<file path="src/rtl/spc_pkg.sv">
// spc_pkg: shared types and constants for the SAT polygon collision unit.
// Used by sat_polygon_collision_unit, spc_div and spc_isqrt. No dependencies.
package spc_pkg;

	localparam int MAX_VERTICES = 16;
	localparam int VIDX_W       = $clog2(MAX_VERTICES);
	localparam int CNT_W        = $clog2(MAX_VERTICES + 1);
	localparam int ADDR_W       = VIDX_W + 1;
	localparam int COORD_W      = 32;
	localparam int NRM_W        = 32;
	localparam int NRM_FRAC     = 30;
	localparam int SUM_W        = COORD_W + CNT_W;
	localparam int PROJ_W       = 64;
	localparam int LEN_W        = NRM_FRAC + 1;
	localparam int SQ_W         = 64;
	localparam int DIV_NUM_W    = 2 * NRM_FRAC + 1;
	localparam int DIV_DEN_W    = LEN_W;
	localparam int DIV_CNT_W    = $clog2(DIV_NUM_W);

	typedef enum logic [1:0] {
		ST_OK   = 2'd0,
		ST_FEW  = 2'd1,
		ST_MANY = 2'd2
	} status_t;

	typedef struct packed {
		logic                      which_polygon;
		logic signed [COORD_W-1:0] vertex_x;
		logic signed [COORD_W-1:0] vertex_y;
		logic                      last_vertex;
	} vtx_req_t;

	typedef struct packed {
		logic                    hit;
		logic [30:0]             overlap_depth;
		logic signed [NRM_W-1:0] normal_x;
		logic signed [NRM_W-1:0] normal_y;
		status_t                 status;
	} res_rsp_t;

endpackage

</file>
<file path="src/rtl/spc_div.sv">
// spc_div: unsigned restoring divider, one quotient bit per cycle.
// Depends on spc_pkg for widths.
module spc_div (
	input  logic                            clk,
	input  logic                            arst_n,
	input  logic                            start,
	input  logic [spc_pkg::DIV_NUM_W-1:0]   num,
	input  logic [spc_pkg::DIV_DEN_W-1:0]   den,
	output logic                            done,
	output logic [spc_pkg::DIV_NUM_W-1:0]   quo
);

	logic [spc_pkg::DIV_NUM_W-1:0] num_q;
	logic [spc_pkg::DIV_DEN_W-1:0] rem_q;
	logic [spc_pkg::DIV_DEN_W-1:0] den_q;
	logic [spc_pkg::DIV_CNT_W-1:0] cnt_q;
	logic                          busy_q;
	logic                          done_q;
	logic [spc_pkg::DIV_DEN_W:0]   trial;
	logic [spc_pkg::DIV_DEN_W:0]   diff;
	logic                          ge;

	always_comb begin
		trial = {rem_q, num_q[spc_pkg::DIV_NUM_W-1]};
		diff  = trial - {1'b0, den_q};
		ge    = trial >= {1'b0, den_q};
	end

	always_ff @(posedge clk or negedge arst_n) begin
		if (!arst_n) begin
			num_q  <= '0;
			rem_q  <= '0;
			den_q  <= '0;
			cnt_q  <= '0;
			busy_q <= 1'b0;
			done_q <= 1'b0;
		end else begin
			done_q <= !start && busy_q && (cnt_q == '0);
			if (start) begin
				num_q  <= num;
				rem_q  <= '0;
				den_q  <= den;
				cnt_q  <= spc_pkg::DIV_CNT_W'(spc_pkg::DIV_NUM_W - 1);
				busy_q <= 1'b1;
			end else if (busy_q) begin
				rem_q <= ge ? diff[spc_pkg::DIV_DEN_W-1:0] : trial[spc_pkg::DIV_DEN_W-1:0];
				num_q <= {num_q[spc_pkg::DIV_NUM_W-2:0], ge};
				if (cnt_q == '0) begin
					busy_q <= 1'b0;
				end else begin
					cnt_q <= cnt_q - 1'b1;
				end
			end
		end
	end

	assign done = done_q;
	assign quo  = num_q;

endmodule

</file>
<file path="config.mk">
export PLATFORM = sky130hd
export DESIGN_NAME = spc_div
export DESIGN_NICKNAME = d
export VERILOG_FILES = /design/src/rtl/spc_pkg.sv /design/src/rtl/spc_div.sv
export SDC_FILE = /design/constraint.sdc
export NUM_CORES = 1
export LEC_CHECK = 0
export BUFFER_PORTS_ARGS = -buffer_cell sky130_fd_sc_hd__buf_2
export CORE_MARGIN = 4
export CORE_UTILIZATION = 27
export CTS_BUF_LIST = sky130_fd_sc_hd__clkbuf_4 sky130_fd_sc_hd__clkbuf_8 sky130_fd_sc_hd__clkbuf_16
export CTS_CLUSTER_DIAMETER = 120
export DETAILED_ROUTE_END_ITERATION = 8
export GPL_ROUTABILITY_DRIVEN = 0
export HOLD_SLACK_MARGIN = 0.02
export PLACE_DENSITY = 0.45
export SYNTH_ARGS = -nofsm -noshare
export SYNTH_HDL_FRONTEND = slang
export SYNTH_SLANG_ARGS = --single-unit
</file>
<file path="constraint.sdc">
create_clock -name clk -period 3.21 [get_ports clk]
set_clock_uncertainty 0.15 [all_clocks]
set_input_delay 0.4815 -clock clk [delete_from_list [all_inputs] [get_ports clk]]
set_output_delay 0.4815 -clock clk [all_outputs]
set_load 0.02 [all_outputs]
</file>
==> flow_summary_export.csv <==
group,metric,value,unit
synth,synth_area_leaders,"dfrtp_1 (43%), mux2i_1 (9.2%), o21ai_0 (7.8%)",
synth,synth_edf_count,0,
pwr,powerDensity,476,nW/µm²
global_routing,grt_antenna_before_repair,2,
clock_tree,clkLatencyLatePin,430,ps
die,die_x,176,µm
clock_tree,cts-root-buf,"clkbuf_16",
synth,syn_nets,973,
sta,drv_slew,0,
synth,synth_top_area_cell,"dfrtp_1",
synth,synth-async-reset-ratio,1.00,
sta,grt_setup_unrepaired,"false",
final_layout,final_cell_mix,"buf_2 (154), dfrtp_1 (130), nand2_1 (124), o21ai_0 (117), mux2i_1 (70)",
final_layout,fin_nets,1116,
synth,yosys_warnings,0,
global_routing,overflow,0,
critical_path,path_cells,"inv_1, ha_1, inv_1, fa_1, a211oi_2, nor2_2, o31ai_2, buf_4, a41oi_1, nor3_1, buf_4, xnor2_1, mux2i_1, a211oi_1",
drt,drt-pass1-iter-count,4,
critical_path,timing.critical_path.buf_inv,4,
die,fp.dieH,176,µm
pwr,pwr-share-clk,0.433,
critical_path,critPathKind,"register to register",
synth,synth-seq-cells,131,
sta,period_needed,3010,ps
sta,max-slew-margin-rel,0.264,
outcome,outcome,"completed",
pwr,p_int,3.13,mW
sta,worst_pin_slew,1100,ps
pwr,ir_drop,0.000288,V
sta,hold_viol_final,0,
clock_tree,cts_buffers,17,
clock_tree,cts.sinks,131,
die,dieArea,30900,µm²
final_layout,layout-drive-gt1-share,0.224,
synth,netlist_area,7600,µm²
synth,synth.avg_cell_area,9.01,µm²
synth,yosysSeqAreaShare,0.431,
synth,synth.area.mux_share,0.0951,
pwr,pwr-share-seq,0.410,
synth,synth_xor_area_frac,0.0334,
die,ios,157,
critical_path,worstPathMaxFanout,5,
sta,fmax,332,MHz
synth,synth_cell_type_count,60,
global_routing,grt_max_degree,162,
drt,vias_per_cell,4.63,
global_routing,grt_pass1_wl,34600,µm
final_layout,area.growth.synth_to_final,23.8,%
critical_path,crit_path_end_kind,"register",
synth,yosys.area.top_type_share,0.431,
drt,wl,21000,µm
die,start_util,0.274,
sta,holdWs,111,ps
sta,layout_worst_path_cycle_share,0.938,
pwr,leakage,4.95,nW
placement,place_hpwl,15000,µm
critical_path,worstPathArrival,3190,ps
pwr,swShare,0.301,
run,drv_cap,0,
pwr,p_switching,1.35,mW
clock_tree,h-tree-depth,4,
die,core_area,27800,µm²
drt,drt_first_iter_violations,404,
drt,ant_nets,0,
critical_path,crit_slowest_cell,"fa_1",
critical_path,slowest_delay,430,ps
clock_tree,post-cts-setup-buffers,0,
global_routing,grt_pass1_vias,6457,
placement,portBuffers,156,
clock_tree,cts_tree,"yes",
critical_path,cp-start-kind,"register",
synth,synthFlopType,"dfrtp_1",
clock_tree,cts_buffer_depth,2,
synth,synth_compound_area_frac,0.201,
critical_path,critPathTopFamily,"compound AO/OA/AOI/OAI gates",
pwr,comb_power_share,0.156,
synth,synth-simple-area-share,0.129,
sta,finalSetupViolCount,0,
synth,synth-adder-area-share,0.0569,
sta,timing.setup.tns,0,ps
hold_path,hold_path_class,"input pin to register",
drt,drc,0,
synth,synth_top_family_by_area,"compound AO/OA/AOI/OAI gates",
critical_path,cp.required,3390,ps
clock_tree,cts.clk_slew.worst_paths,70,ps
drt,vias,6388,
synth,netlist_instances,844,
global_routing,gr-usage-all-layers,0.137,
final_layout,layout_commonest_cell,"buf_2",
die,rows,61,
drt,wl_per_cell,15.2,µm
## what timing repair did
action,CTS,global route
resized for setup,0,5
setup endpoints to repair,0,12
hold endpoints to repair,51,0
hold buffers,1,0
## worst paths after layout
check                      slack, ps         to      from  cells past startpoint
max                              200  rem_q[22]   quo[60]                     14
max in group asynchronous       1780   rem_q[9]    arst_n                      3
min in group asynchronous        440    quo[19]    arst_n                      2
min reg2reg                      360   den_q[0]  den_q[0]                      1
max reg2reg                      200  rem_q[22]   quo[60]                     14
min                              110    quo[55]   num[55]                      3
## metrics by stage
| step | util | std cells | instance area, µm² | setup slack (ps) | power [mW] |
|---|---|---|---|---|---|
| 6_report | 0.339 | 1380 | 9420 | 199 | 4.48 |
| 5_1_grt | 0.339 | 1380 | 9420 | 4.56 | 4.73 |
| 4_1_cts | 0.338 | 1378 | 9390 | 130 | 4.55 |
| 3_5_place_dp | 0.317 | 1345 | 8810 | 145 | 2.58 |
| 3_3_place_gp | 0.317 | 1345 | 8810 | 203 | 2.58 |
| 2_1_floorplan | - | 844 | 7600 | 243 | 2.29 |
## tightest hold or removal path, delay by kind of cell
| kind | cells | cell delay, ps |
|---|---|---|
| buf+inv | 1 | 70 |
| compound gates | 1 | 60 |
| simple gates | 1 | 40 |
## final cells by class
type | instances | area [µm²]
fill | 2988 | 18400
multi-input combinational | 615 | 3940
sequential | 131 | 3280
timing repair buffer | 176 | 971
tap | 378 | 473
clock buffer | 18 | 433
inverter | 46 | 173
clock inverter | 14 | 140
antenna | 2 | 5.00
## state kept, by name (all words and copies together), names as in the netlist
register  count
cnt_q         6
rem_q        31
busy_q        1
den_q        31
quo          61
done          1
## layer usage
metal / track usage / part of all wire
met2: 0.214 / 0.46
met1: 0.190 / 0.49
met5: 0 / 0
met4: 0.0448 / 0.018
met3: 0.0297 / 0.030
## logic make-up after synthesis
kind of cell,after synthesis
XOR/XNOR,29
flip-flops,131
buffers and inverters,98
multiplexers,72
adder cells (fa/ha/maj),34
AND/OR/NAND/NOR,229
AO/OA/AOI/OAI,251
## power by group through the flow
stage	combinational, mW	sequential (mW)	clock, mW
2_1_floorplan	0.344	1.94	0
3_3_place_gp	0.707	1.87	0
3_5_place_dp	0.708	1.87	0
4_1_cts	0.711	1.84	2.00
5_1_grt	0.793	1.86	2.08
6_report	0.701	1.84	1.94
## cell usage after synthesis (2+ instances only)
cell / instances
a211o_1: 2
a211oi_1: 25
a21o_1: 10
a21oi_1: 44
a31o_2: 2
a31oi_1: 5
a41oi_1: 2
and2_1: 2
and3_1: 15
buf_1: 3
buf_4: 2
buf_6: 3
clkbuf_1: 40
clkbuf_2: 3
dfrtp_1: 131
ha_1: 33
inv_1: 46
mux2_2: 2
mux2i_1: 70
nand2_1: 124
nand2b_1: 2
nand3_1: 9
nand4_1: 7
nor2_1: 51
nor2b_1: 3
nor3_1: 7
o211ai_1: 2
o21a_1: 4
o21ai_0: 118
o21bai_1: 4
o221ai_1: 3
o22ai_1: 8
o31ai_1: 4
o41ai_2: 2
or3_1: 4
xnor2_1: 19
xor2_1: 10
Note: power is estimated with default switching activity, not from simulation.
