## src/rtl/spc_pkg.sv

```systemverilog
// spc_pkg: shared types and constants for the SAT polygon collision unit.
// Used by sat_polygon_collision_unit, spc_div and spc_isqrt. No dependencies.
package spc_pkg;

	localparam int MAX_VERTICES = 16;
	localparam int VIDX_W       = $clog2(MAX_VERTICES);
	localparam int CNT_W        = $clog2(MAX_VERTICES + 1);
	localparam int ADDR_W       = VIDX_W + 1;
	localparam int COORD_W      = 32;
	localparam int NRM_W        = 32;
	localparam int NRM_FRAC     = 30;
	localparam int SUM_W        = COORD_W + CNT_W;
	localparam int PROJ_W       = 64;
	localparam int LEN_W        = NRM_FRAC + 1;
	localparam int SQ_W         = 64;
	localparam int DIV_NUM_W    = 2 * NRM_FRAC + 1;
	localparam int DIV_DEN_W    = LEN_W;
	localparam int DIV_CNT_W    = $clog2(DIV_NUM_W);

	typedef enum logic [1:0] {
		ST_OK   = 2'd0,
		ST_FEW  = 2'd1,
		ST_MANY = 2'd2
	} status_t;

	typedef struct packed {
		logic                      which_polygon;
		logic signed [COORD_W-1:0] vertex_x;
		logic signed [COORD_W-1:0] vertex_y;
		logic                      last_vertex;
	} vtx_req_t;

	typedef struct packed {
		logic                    hit;
		logic [30:0]             overlap_depth;
		logic signed [NRM_W-1:0] normal_x;
		logic signed [NRM_W-1:0] normal_y;
		status_t                 status;
	} res_rsp_t;

endpackage

```

## src/rtl/spc_isqrt.sv

```systemverilog
// spc_isqrt: integer square root, one result bit per cycle.
// Depends on spc_pkg for widths.
module spc_isqrt (
	input  logic                     clk,
	input  logic                     arst_n,
	input  logic                     start,
	input  logic [spc_pkg::SQ_W-1:0] rad,
	output logic                     done,
	output logic [spc_pkg::SQ_W-1:0] root
);

	logic [spc_pkg::SQ_W-1:0] v_q;
	logic [spc_pkg::SQ_W-1:0] res_q;
	logic [spc_pkg::SQ_W-1:0] bit_q;
	logic                     busy_q;
	logic                     done_q;
	logic [spc_pkg::SQ_W-1:0] cand;

	assign cand = res_q + bit_q;

	always_ff @(posedge clk or negedge arst_n) begin
		if (!arst_n) begin
			v_q    <= '0;
			res_q  <= '0;
			bit_q  <= '0;
			busy_q <= 1'b0;
			done_q <= 1'b0;
		end else begin
			done_q <= !start && busy_q && bit_q[0];
			if (start) begin
				v_q    <= rad;
				res_q  <= '0;
				bit_q  <= {2'b01, {(spc_pkg::SQ_W-2){1'b0}}};
				busy_q <= 1'b1;
			end else if (busy_q) begin
				if (v_q >= cand) begin
					v_q   <= v_q - cand;
					res_q <= (res_q >> 1) + bit_q;
				end else begin
					res_q <= res_q >> 1;
				end
				bit_q <= bit_q >> 2;
				if (bit_q[0]) begin
					busy_q <= 1'b0;
				end
			end
		end
	end

	assign done = done_q;
	assign root = res_q;

endmodule
```

## config.mk

```make
export PLATFORM = sky130hd
export DESIGN_NAME = spc_isqrt
export DESIGN_NICKNAME = d
export VERILOG_FILES = /design/src/rtl/spc_pkg.sv /design/src/rtl/spc_isqrt.sv
export SDC_FILE = /design/constraint.sdc
export NUM_CORES = 1
export LEC_CHECK = 0
export BUFFER_PORTS_ARGS = -buffer_cell sky130_fd_sc_hd__clkbuf_2
export CORE_MARGIN = 5
export CORE_UTILIZATION = 45
export CTS_CLUSTER_DIAMETER = 150
export DETAILED_ROUTE_END_ITERATION = 16
export GPL_TIMING_DRIVEN = 0
export PLACE_DENSITY = 0.65
export SLEW_MARGIN = 40
export SYNTH_ARGS = -nofsm -noshare
export SYNTH_HDL_FRONTEND = slang
export SYNTH_SLANG_ARGS = --single-unit
```

## constraint.sdc

```tcl
create_clock -name clk -period 5.9 [get_ports clk]
set_clock_uncertainty 0.1 [all_clocks]
set_input_delay 0.295 -clock clk [delete_from_list [all_inputs] [get_ports clk]]
set_output_delay 0.295 -clock clk [all_outputs]
set_load 0.03 [all_outputs]
```

==> impl_metrics.ini, run 1 <==
[yosys]
yosys.area.top_type_share = 0.264
ys_seq_elements = 162
yosysSeqAreaShare = 0.264
synth.distinct_cells = 77
synth_top_flop_cell = dfrtp_1
synth.area.top_cells = dfrtp_1, ha_1, a21oi_1
synth_fp_nets = 2165
ys_warn_count = 0
postSynth.asyncResetShare = 1.00
syn_avg_cell_area_um2 = 7.80
yosysMostFrequentCell = nand2_1
synthesis.area_mm2 = 0.0153
postSynthCellCount = 1967
synth_top_area_cell = dfrtp_1
synth-edff-count = 0
synth_commonest_cells = nand2_1, nor2_1, a21oi_1

[worst_setup_path]
reg2reg_setup_slack_ns = 0.10
cp_slowest_stage_delay_ns = 0.48
critical_path.most_common_cell = a21o_1
cp-start-kind = register
required_ns = 6.17
slowest_stage = dfrtp_2
cp_data_arrival_time_ns = 6.07
worstSetupEndpointType = register
critical_path_class = reg -> reg
crit_fanout = 7

[clock_tree]
htree_levels = 4
cts_sinks = 162
cts_tree = done
path_clk_slew_ns = 0.08
clk_latency_ns = 0.47
cts_inserted_buffers = 17
cts_buffer_depth = 2
root_buffer = clkbuf_16

[global_route]
grt_pass1_wl_mm = 87.9
antenna_found_initial = 0
grt_max_degree = 65
grt_pass1_vias = 15200
grt.busiest_layer = met2
grt.overflow.total = 0
grt_util_met1 = 0.433
globalRouteMet2Util = 0.434
met3_usage = 0.0447
grtUsageTotal = 0.292

[route]
drc_errors = 0
wl_per_cell_um = 21.6
vias_per_cell = 6.13
vias = 16400
drtPass1Iterations = 6
dr.first_iter.drc_count = 1812
ant_nets = 0
wl_mm = 57.7

[timing]
grt_setup_unrepaired = yes
worst_pin_slew_ns = 0.926
fmax_ghz = 0.173
setup_viol = 0
fin_crit_ns = 5.80
timing.hold.ws_ns = -0.00314
finalCritPeriodShare = 0.982
fin_setup_tns_ns = 0
slew_violations = 0
setup_ws_ns = 0.104
slew_headroom = 0.383
hold_viol = 1

[floorplan]
dieArea_mm2 = 0.0379
die_y_um = 195
die_w_um = 195
coreArea_mm2 = 0.0336
rows = 67
start_util = 0.456
io_pins = 132

[min_path]
min_path_type = in -> reg

[placement]
dp_hpwl_mm = 43.8
portBuffers = 130
place_ws_ns = -1.94
gp_congestion = 0.970
placed_cell_area_mm2 = 0.0166

[cells_and_area]
num_antenna_cells = 0
drive_above_1_share = 0.171
filler_cell_count = 3157
fin_nets = 2411
synthToLayoutAreaGrowth_pct = 23.1
final_area_mm2 = 0.0189

[pwr]
ir_drop_mv = 0.279
p_per_area_mw_per_mm2 = 490
p_leak_nw = 8.25
fin_total_pwr_mw = 9.25

[job]
max_cap_violations = 0

[outcome]
outcome = finished, violations left
violations = negative hold slack
==> cell usage in the layout (no fill, tap or decap), drive strengths merged, types with 10 or more instances in the layout <==
cell,instances
nor2b,19
clkbuf,232
and2,12
o21bai,29
nor2,216
or3,14
inv,48
nand2b,12
o31ai,13
xnor2,77
nand3,31
a22oi,16
xor2,78
nand4,50
nand2,219
a21o,51
buf,73
o211ai,12
a211oi,25
a31oi,55
a31o,11
and3,12
a311oi,21
mux2i,45
dlygate4sd3,53
dfrtp,162
a21oi,178
nor3,28
a221oi,10
ha,130
o21ai,183
==> logic make-up after synthesis <==
group	synth area share
multiplexers	0.0308
XOR/XNOR	0.0885
AO/OA/AOI/OAI	0.282
buffers and inverters	0.0391
flip-flops	0.264
adder cells (fa/ha/maj)	0.107
AND/OR/NAND/NOR	0.188
==> area by class of cell <==
class / count / area (µm²) / area share
inverter: 41 / 154 / 0.00815
multi-input combinational: 1650 / 11300 / 0.601
buffer: 107 / 544 / 0.0288
timing repair buffer: 234 / 1620 / 0.0857
sequential: 162 / 4070 / 0.216
clock inverter: 15 / 159 / 0.00842
tap: 448 / 561 / 0.0297
clock buffer: 17 / 425 / 0.0225
==> per-stage QoR <==
stage / utilization / cells / hold WS [ns]
after detailed placement: 0.495 / 2548 / 0.164
after global placement: 0.492 / 2545 / 0.403
after global routing: 0.561 / 2674 / 0.00459
final: 0.561 / 2674 / -0.00314
after floorplan: - / 1967 / -0.101
after CTS: 0.545 / 2655 / 0.00135
==> path summary, 6_finish.rpt <==
check / start / end / depth (start not counted)
max: root[4] / v_q[60] / 25
min: rad[50] / v_q[50] / 3
max reg2reg: root[4] / v_q[60] / 25
min reg2reg: v_q[45] / v_q[45] / 2
max in group asynchronous: arst_n / root[12] / 3
min in group asynchronous: arst_n / root[52] / 2
==> registers in the layout (all words and copies together) (netlist names) <==
name,count
root,64
busy_q,1
v_q,64
bit_q,32
done,1
==> timing repair <==
| item | CTS | global route |
|---|---|---|
| setup buffers | 25 | 21 |
| endpoints found under the hold margin | 92 | 0 |
| endpoints found under the setup margin | 128 | 127 |
| hold buffers | 53 | 0 |
| gates cloned | 1 | 1 |
| pin swaps | 26 | 44 |
| gates resized for setup | 95 | 108 |
==> power breakdown <==
group,switching [mW],internal (mW)
logic,3.88,2.52
registers,0.314,1.38
clock network,0.584,0.566
==> per-layer routing <==
metal,part of all wire,wire length [µm]
met1,0.46,26800
met2,0.43,24600
met3,0.080,4610
met4,0.031,1770
met5,0,0
==> critical path: cells and delay by family, from the launching register on <==
| kind | cells | cell delay (ns) |
|---|---|---|
| xor gates and xnor gates | 1 | 0.33 |
| and+or+nand+nor | 3 | 0.31 |
| buffers and inverters | 3 | 0.48 |
| DFF | 1 | 0.48 |
| adders and majority gates | 2 | 0.73 |
| AOI/OAI and AO/OA | 16 | 3.24 |
Power figures use the tool's default switching activity.
==> run 2: changes to the inputs <==
--- a/constraint.sdc
+++ b/constraint.sdc
@@ -4,2 +4,2 @@
 set_output_delay 0.295 -clock clk [all_outputs]
-set_load 0.03 [all_outputs]
+set_load 0.1 [all_outputs]
==> impl_metrics.ini, run 2 (synthesized netlist as in run 1, its figures left out) <==
[route]
drtPass1Iterations = 8
wl_mm = 59.9
wl_per_cell_um = 22.2
drc_errors = 0
vias_per_cell = 6.23
dr.first_iter.drc_count = 1752
vias = 16800
ant_nets = 0

[clock_tree]
cts_tree = done
clk_latency_ns = 0.46
path_clk_slew_ns = 0.08
cts_buffer_depth = 2
cts_sinks = 162
htree_levels = 4
cts_inserted_buffers = 17
root_buffer = clkbuf_16

[global_route]
grt.overflow.total = 0
grtUsageTotal = 0.297
grt_pass1_wl_mm = 89.9
antenna_found_initial = 0
grt_max_degree = 58
grt_pass1_vias = 15700

[timing]
finalCritPeriodShare = 1.00
fmax_ghz = 0.169
fin_crit_ns = 5.92
grt_setup_unrepaired = yes
timing.hold.ws_ns = -0.00617
fin_setup_tns_ns = -0.0339
worst_pin_slew_ns = 1.04
slew_violations = 0
hold_viol = 1
slew_headroom = 0.306
setup_ws_ns = -0.0200
setup_viol = 2

[outcome]
outcome = finished, violations left
violations = negative hold slack, negative setup slack

[job]
max_cap_violations = 0

[pwr]
ir_drop_mv = 0.251
p_leak_nw = 8.54
p_comb_frac = 0.730
p_per_area_mw_per_mm2 = 534
p_int_mw = 5.14
switchingPower_mw = 5.44
p_clk_frac = 0.110
seqPwrFrac = 0.160
p_sw_frac = 0.514

[floorplan]
die_w_um = 195
coreArea_mm2 = 0.0336
dieArea_mm2 = 0.0379
start_util = 0.456
rows = 67
die_y_um = 195
io_pins = 132

[worst_setup_path]
crit_fanout = 4
cp_data_arrival_time_ns = 6.18
critical_path_class = reg -> reg
worstSetupEndpointType = register
cp-start-kind = register
required_ns = 6.16

[cells_and_area]
final_area_mm2 = 0.0198
final_cell_mix = nand2_1, nor2_1, a21oi_1, dfrtp_1, clkbuf_2
drive_above_1_share = 0.211
num_antenna_cells = 0
filler_cell_count = 3052
fin_nets = 2432
synthToLayoutAreaGrowth_pct = 29.0
final_common_cell = nand2_1

[min_path]
min_path_type = in -> reg

[placement]
dp_hpwl_mm = 44.3
gp_congestion = 0.966
portBuffers = 130
placed_cell_area_mm2 = 0.0167
run 2: changes by cell type in the layout (fill, tap and decap cells not counted), sizes merged:
cell,previous run,this run
clkbuf,232,225
clkinv,7,5
clkinvlp,1,0
inv,48,49
buf,73,102
bufinv,0,1
run 2: final timing paths:
kind	startpoint	endpoint	slack, ns	cells after the start
setup / recovery	bit_q[2]	v_q[60]	-0.02	26
hold reg to reg	v_q[56]	v_q[56]	0.43	2
hold / removal	rad[59]	v_q[59]	-0.006	3
min in group asynchronous	arst_n	root[13]	0.28	2
max in group asynchronous	arst_n	v_q[46]	4.72	3
setup reg to reg	bit_q[2]	v_q[60]	-0.02	26
run 2: final cells by class:
class	count	area, µm²	area share
flip-flops and latches	162	4080	0.206
clock buffers	18	439	0.0222
clock inverters	14	144	0.00727
multi-input cells	1650	11800	0.598
inverters	41	154	0.00778
repair buffers	253	1920	0.0972
plain buffers	109	649	0.0328
well taps	448	561	0.0283
run 2: power groups by stage:
stage	combinational [mW]	clock [mW]	sequential (mW)
after floorplan	3.89	0	1.88
after global placement	5.63	0	1.66
after detailed placement	5.68	0	1.66
after CTS	6.26	1.18	1.65
after global routing	8.24	1.21	1.72
final	7.72	1.17	1.69
run 2: layer usage:
metal  vias up  share of wire  track usage
li1       7759              -            -
met1      8121           0.45        0.422
met3       120          0.075       0.0474
met2       780           0.45        0.460
met5         -              0            0
met4         0          0.032        0.102
run 2: worst max-delay path: stages, from the launching register on:
cell	delay (ns)
dfrtp_2	0.45
ha_4	0.29
a21o_1	0.19
a31oi_4	0.12
nor2_4	0.16
o31ai_4	0.09
o31ai_4	0.27
a21oi_4	0.14
o41ai_4	0.44
buf_4	0.20
a41oi_4	0.13
o21ai_1	0.17
nand2_1	0.10
xor2_2	0.17
ha_1	0.34
nand4_1	0.20
nor4b_4	0.41
nand2_2	0.16
buf_6	0.15
buf_4	0.14
o311a_4	0.40
buf_8	0.16
nor2_4	0.18
nor2_1	0.07
a311oi_1	0.21
a21oi_1	0.07
a311oi_1	0.30
run 2: stage by stage:
stage               hold slack (ns)  utilization  setup WS, ns  instances  power [mW]
floorplan                    -0.101            -       0.00566       1967        5.78
detailed placement            0.213        0.495         -1.70       2547        7.34
global placement              0.405        0.493         -1.92       2545        7.29
CTS                        0.000942        0.548       0.00518       2658        9.08
finish                     -0.00617        0.589       -0.0200       2695        10.6
global route                 0.0237        0.589        -0.250       2695        11.2
run 2: what timing repair did:
| item | 4_1_cts | 5_1_grt |
|---|---|---|
| hold endpoints to repair | 107 | 0 |
| pin swaps | 29 | 94 |
| resized for setup | 104 | 296 |
| cloned | 1 | 5 |
| setup endpoints to repair | 128 | 128 |
| hold buffers | 53 | 0 |
| setup buffers | 30 | 33 |
==> run 3: changes to the inputs <==
CORE_UTILIZATION = 41   (was 45)
PLACE_DENSITY = default   (was 0.65)
==> impl_metrics.ini, run 3 (synthesized netlist as in run 1, its figures left out) <==
[outcome]
outcome = completed

[global_route]
antenna_found_initial = 0
grtUsageTotal = 0.283
grt.overflow.total = 0
grt_pass1_wl_mm = 91.9
grt_pass1_vias = 15700
grt_max_degree = 59

[cells_and_area]
final_area_mm2 = 0.0192
final_common_cell = nand2_1
fin_nets = 2419
num_antenna_cells = 0
synthToLayoutAreaGrowth_pct = 25.4
drive_above_1_share = 0.188
final_cell_mix = nand2_1, nor2_1, a21oi_1, dfrtp_1, clkbuf_2
fin_cells = 2702

[pwr]
p_comb_frac = 0.707
switchingPower_mw = 5.17
p_clk_frac = 0.122
p_int_mw = 4.70
seqPwrFrac = 0.171
p_sw_frac = 0.524
p_leak_nw = 8.34
ir_drop_mv = 0.264
p_per_area_mw_per_mm2 = 513

[worst_setup_path]
reg2reg_setup_slack_ns = 0.03
cp-start-kind = register
worstSetupEndpointType = register
cp_slowest_stage_delay_ns = 0.49
crit_path_cell_trace = ha_1, nand4_1, buf_4, nor4_2, a21oi_4, o41ai_4, a41oi_2, o21ai_1, nand2_1, xor2_2, ha_1, a21o_1, a21o_1, o21bai_4, a211oi_4, o311a_4, buf_8, nor2_4, buf_6, buf_4, a311oi_1, a21oi_1, a311oi_1
slowest_stage = dfrtp_2
cp_data_arrival_time_ns = 6.14
crit_fanout = 8
critical_path_class = reg -> reg
required_ns = 6.17
critPathTopFamily = compound AO/OA/AOI/OAI gates
cp_num_buf_inv = 4

[clock_tree]
path_clk_slew_ns = 0.08
htree_levels = 4
root_buffer = clkbuf_16
cts_sinks = 162
cts_buffer_depth = 2
cts_inserted_buffers = 17
clk_latency_ns = 0.47
cts_tree = done

[floorplan]
die_w_um = 203
coreArea_mm2 = 0.0368
rows = 70
dieArea_mm2 = 0.0414
start_util = 0.417
io_pins = 132
die_y_um = 203

[route]
drtPass1Iterations = 5
dr.first_iter.drc_count = 1674
wl_mm = 60.8
vias = 16400
ant_nets = 0
vias_per_cell = 6.09
wl_per_cell_um = 22.5
drc_errors = 0

[timing]
setup_viol = 0
hold_viol = 0
fmax_ghz = 0.170
fin_crit_ns = 5.87
worst_pin_slew_ns = 0.943
grt_setup_unrepaired = yes
finalCritPeriodShare = 0.995
slew_violations = 0
slew_headroom = 0.371

[placement]
portBuffers = 130
placed_cells = 2568
dp_hpwl_mm = 45.8
gp_congestion = 0.969
placed_cell_area_mm2 = 0.0167

[job]
max_cap_violations = 0

[min_path]
min_path_type = in -> reg
==> run 3: power by group through the flow <==
stage	registers [mW]	clock network, mW	logic (mW)
final	1.69	1.21	6.97
after floorplan	1.88	0	3.89
after CTS	1.66	1.22	6.23
after detailed placement	1.67	0	5.71
after global routing	1.71	1.26	7.53
after global placement	1.67	0	5.64
==> run 3: metrics by stage <==
step                      TNS [ns]  hold WS (ns)  total power, mW  worst slack (ns)   util
final                            0        0.0145             9.87            0.0269  0.523
after global routing         -4.66        0.0281             10.5            -0.154  0.523
after CTS                        0       0.00358             9.11          0.000469  0.502
after detailed placement   -183.06         0.105             7.38             -1.77  0.454
after global placement     -207.97         0.403             7.32             -2.05  0.451
after floorplan                  0        -0.101             5.78           0.00566      -
==> run 3: worst paths after layout <==
check	start	cells after the start	to
max	root[26]	23	v_q[60]
min	rad[39]	3	v_q[39]
max reg2reg	root[26]	23	v_q[60]
min reg2reg	v_q[45]	2	v_q[45]
max in group asynchronous	arst_n	4	v_q[48]
min in group asynchronous	arst_n	2	root[12]
==> run 3: routing by layer <==
metal | share of wire | wire, µm | vias to the layer above | global-route usage
li1 | - | - | 7754 | -
met1 | 0.46 | 28100 | 7935 | 0.410
met2 | 0.44 | 26500 | 648 | 0.436
met3 | 0.067 | 4100 | 110 | 0.0367
met4 | 0.035 | 2110 | 0 | 0.0976
met5 | 0 | 0 | - | 0
==> run 3: what timing repair did <==
item	in CTS	in global routing
hold buffers	55	0
cloned	1	1
pin swaps	29	60
setup endpoints to repair	128	128
setup buffers	26	24
hold endpoints to repair	116	0
gates resized for setup	95	199
==> run 3: layout make-up <==
type	instances	area (µm²)
repair buffers	240	1730
well taps	468	586
inverters	41	154
multi-input cells	1650	11500
fillers	3550	17500
flip-flops and latches	162	4080
clock inverters	14	168
clock buffers	18	429
plain buffers	109	573
==> run 3: worst min-delay path: cells and delay by family <==
kind            cells  cell delay [ns]
buf+inv             1             0.11
simple gates        1             0.07
compound gates      1             0.05
